File: config.mk
export PLATFORM = sky130hd
export DESIGN_NAME = dfaas_queue
export DESIGN_NICKNAME = d
export VERILOG_FILES = /design/src/dfa_all_start_states_acceptance_core_defines.svh /design/src/dfaas_pkg.sv /design/src/dfaas_queue.sv
export SDC_FILE = /design/constraint.sdc
export NUM_CORES = 1
export LEC_CHECK = 0
export ABC_AREA = 1
export BUFFER_PORTS_ARGS = -buffer_cell sky130_fd_sc_hd__buf_2
export CORE_MARGIN = 2
export CORE_UTILIZATION = 46
export DETAILED_ROUTE_END_ITERATION = 7
export HOLD_SLACK_MARGIN = 0.02
export PLACE_DENSITY = 0.74
export SLEW_MARGIN = 0
export SYNTH_ARGS = -nofsm -noshare
export SYNTH_HDL_FRONTEND = slang
export SYNTH_SLANG_ARGS = --single-unit
File: constraint.sdc
create_clock -name i_clk -period 1.75 [get_ports i_clk]
set_clock_uncertainty 0.1 [all_clocks]
set_input_delay 0.0875 -clock i_clk [delete_from_list [all_inputs] [get_ports i_clk]]
set_output_delay 0.0875 -clock i_clk [all_outputs]
set_load 0.02 [all_outputs]
File: src/dfa_all_start_states_acceptance_core_defines.svh
// Assertion macros shared by the DFA acceptance core.
`ifndef DFA_ALL_START_STATES_ACCEPTANCE_CORE_DEFINES_SVH
`define DFA_ALL_START_STATES_ACCEPTANCE_CORE_DEFINES_SVH

// Concurrent assertion that is switched off while reset is held.
`define DFAAS_ASSERT_RST(lbl, clk, rst_n, prop, msg) \
    lbl: assert property (@(posedge clk) disable iff (!rst_n) prop) else $error(msg);

// Concurrent assertion that is checked at every clock edge, reset included.
`define DFAAS_ASSERT_ALWAYS(lbl, clk, prop, msg) \
    lbl: assert property (@(posedge clk) prop) else $error(msg);

`endif

File: src/dfaas_pkg.sv
// Types and constants shared by the DFA acceptance core.
package dfaas_pkg;

    localparam int REQ_W  = 2;
    localparam int SYM_W  = 5;
    localparam int IDX_W  = 6;
    localparam int NUMS_W = 7;
    localparam int MASK_W = 64;

    localparam logic [NUMS_W-1:0] NUMS_RESET = 7'd64;

    typedef enum logic [REQ_W-1:0] {
        OP_TRANS = 2'd0,
        OP_FLAG  = 2'd1,
        OP_STEP  = 2'd2,
        OP_EOS   = 2'd3
    } t_op;

    typedef struct packed {
        t_op              op;
        logic [SYM_W-1:0] sym;
        logic [IDX_W-1:0] sidx;
        logic [IDX_W-1:0] nxt;
        logic             abit;
    } t_cmd;

    typedef enum logic [1:0] {
        BK_IDLE,
        BK_RUN,
        BK_LOAD
    } t_back_state;

endpackage

File: src/dfaas_queue.sv
// Two-entry command queue between the front end and the execution unit.
module dfaas_queue import dfaas_pkg::*; (
    input  logic i_clk,
    input  logic i_rst_n,
    input  logic i_push,
    input  t_cmd i_cmd,
    output logic o_ready,
    output logic o_valid,
    output t_cmd o_cmd,
    input  logic i_pop
);

    t_cmd       r_mem [2];
    logic       r_wr_ptr;
    logic       r_rd_ptr;
    logic [1:0] r_count;
    logic [1:0] n_count;

    assign o_ready = (r_count != 2'd2);
    assign o_valid = (r_count != 2'd0);
    assign o_cmd   = r_mem[r_rd_ptr];

    always_comb begin
        n_count = r_count;
        if (i_push && !i_pop) begin
            n_count = r_count + 2'd1;
        end else if (!i_push && i_pop) begin
            n_count = r_count - 2'd1;
        end
    end

    always_ff @(posedge i_clk) begin
        if (!i_rst_n) begin
            r_wr_ptr <= 1'b0;
            r_rd_ptr <= 1'b0;
            r_count  <= 2'd0;
        end else begin
            r_count <= n_count;
            if (i_push) begin
                r_wr_ptr <= ~r_wr_ptr;
            end
            if (i_pop) begin
                r_rd_ptr <= ~r_rd_ptr;
            end
        end
    end

    always_ff @(posedge i_clk) begin
        if (i_push) begin
            r_mem[r_wr_ptr] <= i_cmd;
        end
    end

endmodule

# [Yosys cells after proc, flatten, opt, wreduce, memory -nomap -nowiden]
# Memories as Yosys holds them, arrays and structs flattened. A register that Yosys moved wholly into a read port is not among the register bits.
# Index checks and enable logic that the tools add are counted.
[op_classes] n_addsub=2 eq_ne=1 muxes=6 bitwise=2 reduce_logical=6
[ops] cell="two-way mux 1 bit" n=4
[ops] cell="two-way mux 2 bit" n=2
[ops] cell="nonzero test 2 bit" n=2
[ops] cell="adder 2 x 1 -> 2 bit, second input constant" n=1
[ops] cell="logical AND 1 bit" n=2
[ops] cell="zero test 1 bit" n=2
[ops] cell="inequality test 2 bit, second input constant" n=1
[ops] cell="NOT 1 bit" n=2
[ops] cell="subtractor 2 x 1 -> 2 bit, second input constant" n=1
[word_totals] reg_bits=4 mem_bits_rw=40 inputBits=24 out_inout_bits=22 wordCells=21 n_memories=1
[memory_table] memory="r_mem" words=2 word_bits=20 read_ports=1 rd_ports_with_merged_regs=1 wr=1 line_no="dfaas_queue.sv:13" source="t_cmd r_mem [2];"

# [Logic depth before layout (Yosys ltp)]
[depth] ltp_word=4 ltp_mapped=8 depth_no_buf=8

# [Worst setup path before layout]
# OpenSTA, ideal clock, no wires.
[synth_timing] kind="register to register" startpoint="reg r_wr_ptr" endpoint="mem r_mem[0][0] (netlist name) (enable)" setup_time_ns=0.397 arrival_time_ns=1.183 required_time_ns=1.253 slack_ns=0.071 stages_incl_launch_ff=2 path_buffers=0 period_less_slack_ns=1.679 cell_sequence="dfxtp_1 -> nor2_1"
[synth_lines] element="start: declaration" line_no="dfaas_queue.sv:14" source="logic r_wr_ptr;"
[synth_lines] element="start signal: assignment" line_no="dfaas_queue.sv:40" source="r_wr_ptr <= ~r_wr_ptr;"
[synth_lines] element="end: declaration" line_no="dfaas_queue.sv:13"
# No word-level cell before the write port.

==> summary.md <==
| Metric | Value |
|---|---|
| Outcome | `finished, final reports clean` |
| Fmax | `0.662 GHz` |
| Crit path required time | `1560 ps` |
| Sink Count | `45` |
| Largest family of logic cells by synthesized area | `multiplexers` |
| Largest stage delay on the critical path | `360 ps` |
| Commonest cells after routing, fill and taps aside | `45 x buf_2, 40 x edfxtp_1, 23 x dlygate4sd3_1` |
| Synth Area in XOR/XNOR | `0` |
| Synth top area share | `0.686` |
| Routed WL per cell | `13.1 microns` |
| Post-CTS Setup Inserts | `0` |
| Layout Nets | `198` |
| Syn avg cell area | `18.1 sq um` |
| Routed Antenna Nets | `0` |
| Commonest non-fill, non-tap cell in the layout | `buf_2` |
| Clk slew on worst S/H paths | `80 ps` |
| RSZ-0062 raised after global routing | `no` |
| Gate count of the mapped netlist | `97` |
| Flip-flop and latch area | `1300 sq um` |
| Crit Path Max Fanout | `20` |
| First-pass GRT wire length | `4.51 mm` |
| Number of fill cells | `278` |
| Fin area | `2390 sq um` |
| Compound-cell area share of the yosys netlist | `0.00571` |
| Final Slew Violations | `0` |
| DRC viols | `0` |
| I/O pin cnt | `46` |
| Minimum clock period | `1510 ps` |
| Min-Delay Path Class | `input port to flip-flop` |
| Total Wirelength | `2.91 mm` |
| DIE AREA | `4320 sq um` |
| Setup WS pre-CTS | `542 ps` |
| Final setup TNS | `0 ps` |
| WHS Path Cells | `3` |
| Slew HR | `0.819` |
| Biggest area consumer among synthesized cells | `edfxtp_1` |
| Gp weighted congestion | `0.637` |
| Final worst path period share | `0.863` |
| Slowest cell on the critical path | `dfxtp_1` |
| Worst EP arrival | `1320 ps` |
| CTS Buffer Depth | `2` |
| Hold WS | `111 ps` |
| Family with the most delay on the worst path | `flip-flops` |
| Slew @ Worst Pin | `272 ps` |
| Post-synthesis cell type count | `12` |
| CTS Root Buffer Type | `clkbuf_8` |
| Yosys warns | `0` |
| Detailed Route Iter0 Violations | `34` |
| # diodes | `0` |
| Std-Cell Core Area | `3660 sq um` |
| Hold Startpoint | `i_push` |
| IO buf count | `45` |
| DP Area | `2050 sq um` |
| Crit-path cells | `buf_12 > mux2_4 > buf_2` |
| Register bit count reported by yosys | `45` |
| CP Depth | `3` |
| Mapped Area | `1750 sq um` |
| CTS Buf Count | `5` |
| Buf+Inv Stages, Crit Path | `2` |
| CTS H-tree depth | `2` |
| Adder-Cell Fraction of Synth Area | `0.00714` |
| Setup violators final | `0` |
| Tot GR Track Use | `0.146` |
| Simple-Gate Fraction of Synth Area | `0.0429` |
| Post-route worst setup slack | `240 ps` |
| P per Cell Area | `975 nW/um^2` |
| Clock latency on the worst-skew pair | `280 ps` |
| Initial antenna violation count | `0` |
| Max_cap viols | `0` |
| Area occupied by multi-input gates | `400 sq um` |
| Area growth syn-to-layout | `36.4%` |
| Placed Cells | `191` |
| Reg2reg path depth | `4` |
| GRT overflow | `0` |
| Hpwl dp | `1.92 mm` |
| TritonCTS clock tree | `built` |
| Crit end category | `primary output` |
| Final cell count without fillers | `222` |
| Row count | `22` |
| Register area share after synthesis | `0.743` |
| Die height | `65.7 microns` |
| Share of layout cells above drive strength 1 | `0.431` |
| Max IR drop VDD | `0.561 mV` |
| Die width | `65.7 microns` |
| Final Hold Viols | `0` |
| 1st-pass router iterations | `4` |
| Setup CP Type | `flip-flop to primary output` |
| Largest net degree at the start of global routing | `21` |
| Vias in the first global route | `1060` |
| Initial core utilization | `0.478` |
| DR vias/cell | `4.58` |
| Main area contributors after synthesis | `edfxtp_1 69%, mux2_4 17%, dfxtp_1 5.7%, nand2_1 2.1%, inv_1 1.7%` |
| Worst r2r src | `r_wr_ptr$_SDFFE_PN0P_` |
| CP startpoint kind | `flip-flop` |
| Static Leak | `0.00101 uW` |
| Synthesized Nets | `122` |
| Vias | `1017` |
| Post-synthesis mux area share | `0.171` |
cells by family after synthesis:
group | count (synthesis)
buf+inv | 10
compound gates | 2
fa+ha+maj | 1
mux | 20
simple gates | 19
flops | 45
Yosys cell counts, drive strengths merged:
cell,n
ha,1
inv,8
dfxtp,5
a21oi,1
nand3,1
edfxtp,40
o21ai,1
buf,2
mux2,20
nand4,1
nor2,7
nand2,10
through the flow:
stage | utilization | total power, uW
2_1_floorplan | - | 1480
3_3_place_gp | 0.560 | 1570
3_5_place_dp | 0.560 | 1590
4_1_cts | 0.652 | 2350
5_1_grt | 0.652 | 2430
6_report | 0.652 | 2330
metal layers:
metal	GRT usage	vias to the layer above	routed length, microns
met5	0	-	0
met4	0.0547	0	40
met3	0.0411	6	136
met2	0.279	29	1600
met1	0.146	483	1130
li1	-	499	-
report_power, final:
group	internal, uW	switching, uW	leakage [uW]
Combinational	173	174	0.000538
Clock	421	306	0.0000528
Sequential	1240	20.2	0.000417
sequential cells by signal, indices dropped and copies added, names as in the netlist, named ones only:
register	count
r_rd_ptr	1
r_count	2
r_mem	40
r_wr_ptr	1
path summary, 6_finish.rpt:
path | endpoint | slack (ps)
setup / recovery | o_cmd[12] | 240
hold / removal | r_count[0]$_SDFFE_PN0P_ | 110
setup reg to reg | r_wr_ptr$_SDFFE_PN0P_ | 430
hold reg to reg | r_rd_ptr$_SDFFE_PN0P_ | 410
area by class of cell:
cell class | count | area share
Sequential cell | 45 | 0.545
Inverter | 8 | 0.0126
Timing Repair Buffer | 71 | 0.205
Clock buffer | 6 | 0.0304
Clock inverter | 2 | 0.0141
Multi-Input combinational cell | 42 | 0.168
Tap cell | 48 | 0.0251
tightest hold or removal path: cells and delay by family:
| kind | cells | cell delay (ps) |
|---|---|---|
| fa+ha+maj | 1 | 180 |
| compound gates | 1 | 60 |
| buf+inv | 1 | 120 |
repair_timing:
item,4_1_cts,5_1_grt
hold buffers,23,0
setup endpoints to repair,0,0
hold endpoints to repair,45,0
resized for setup,0,0
Note: power is estimated with default switching activity, not from simulation.
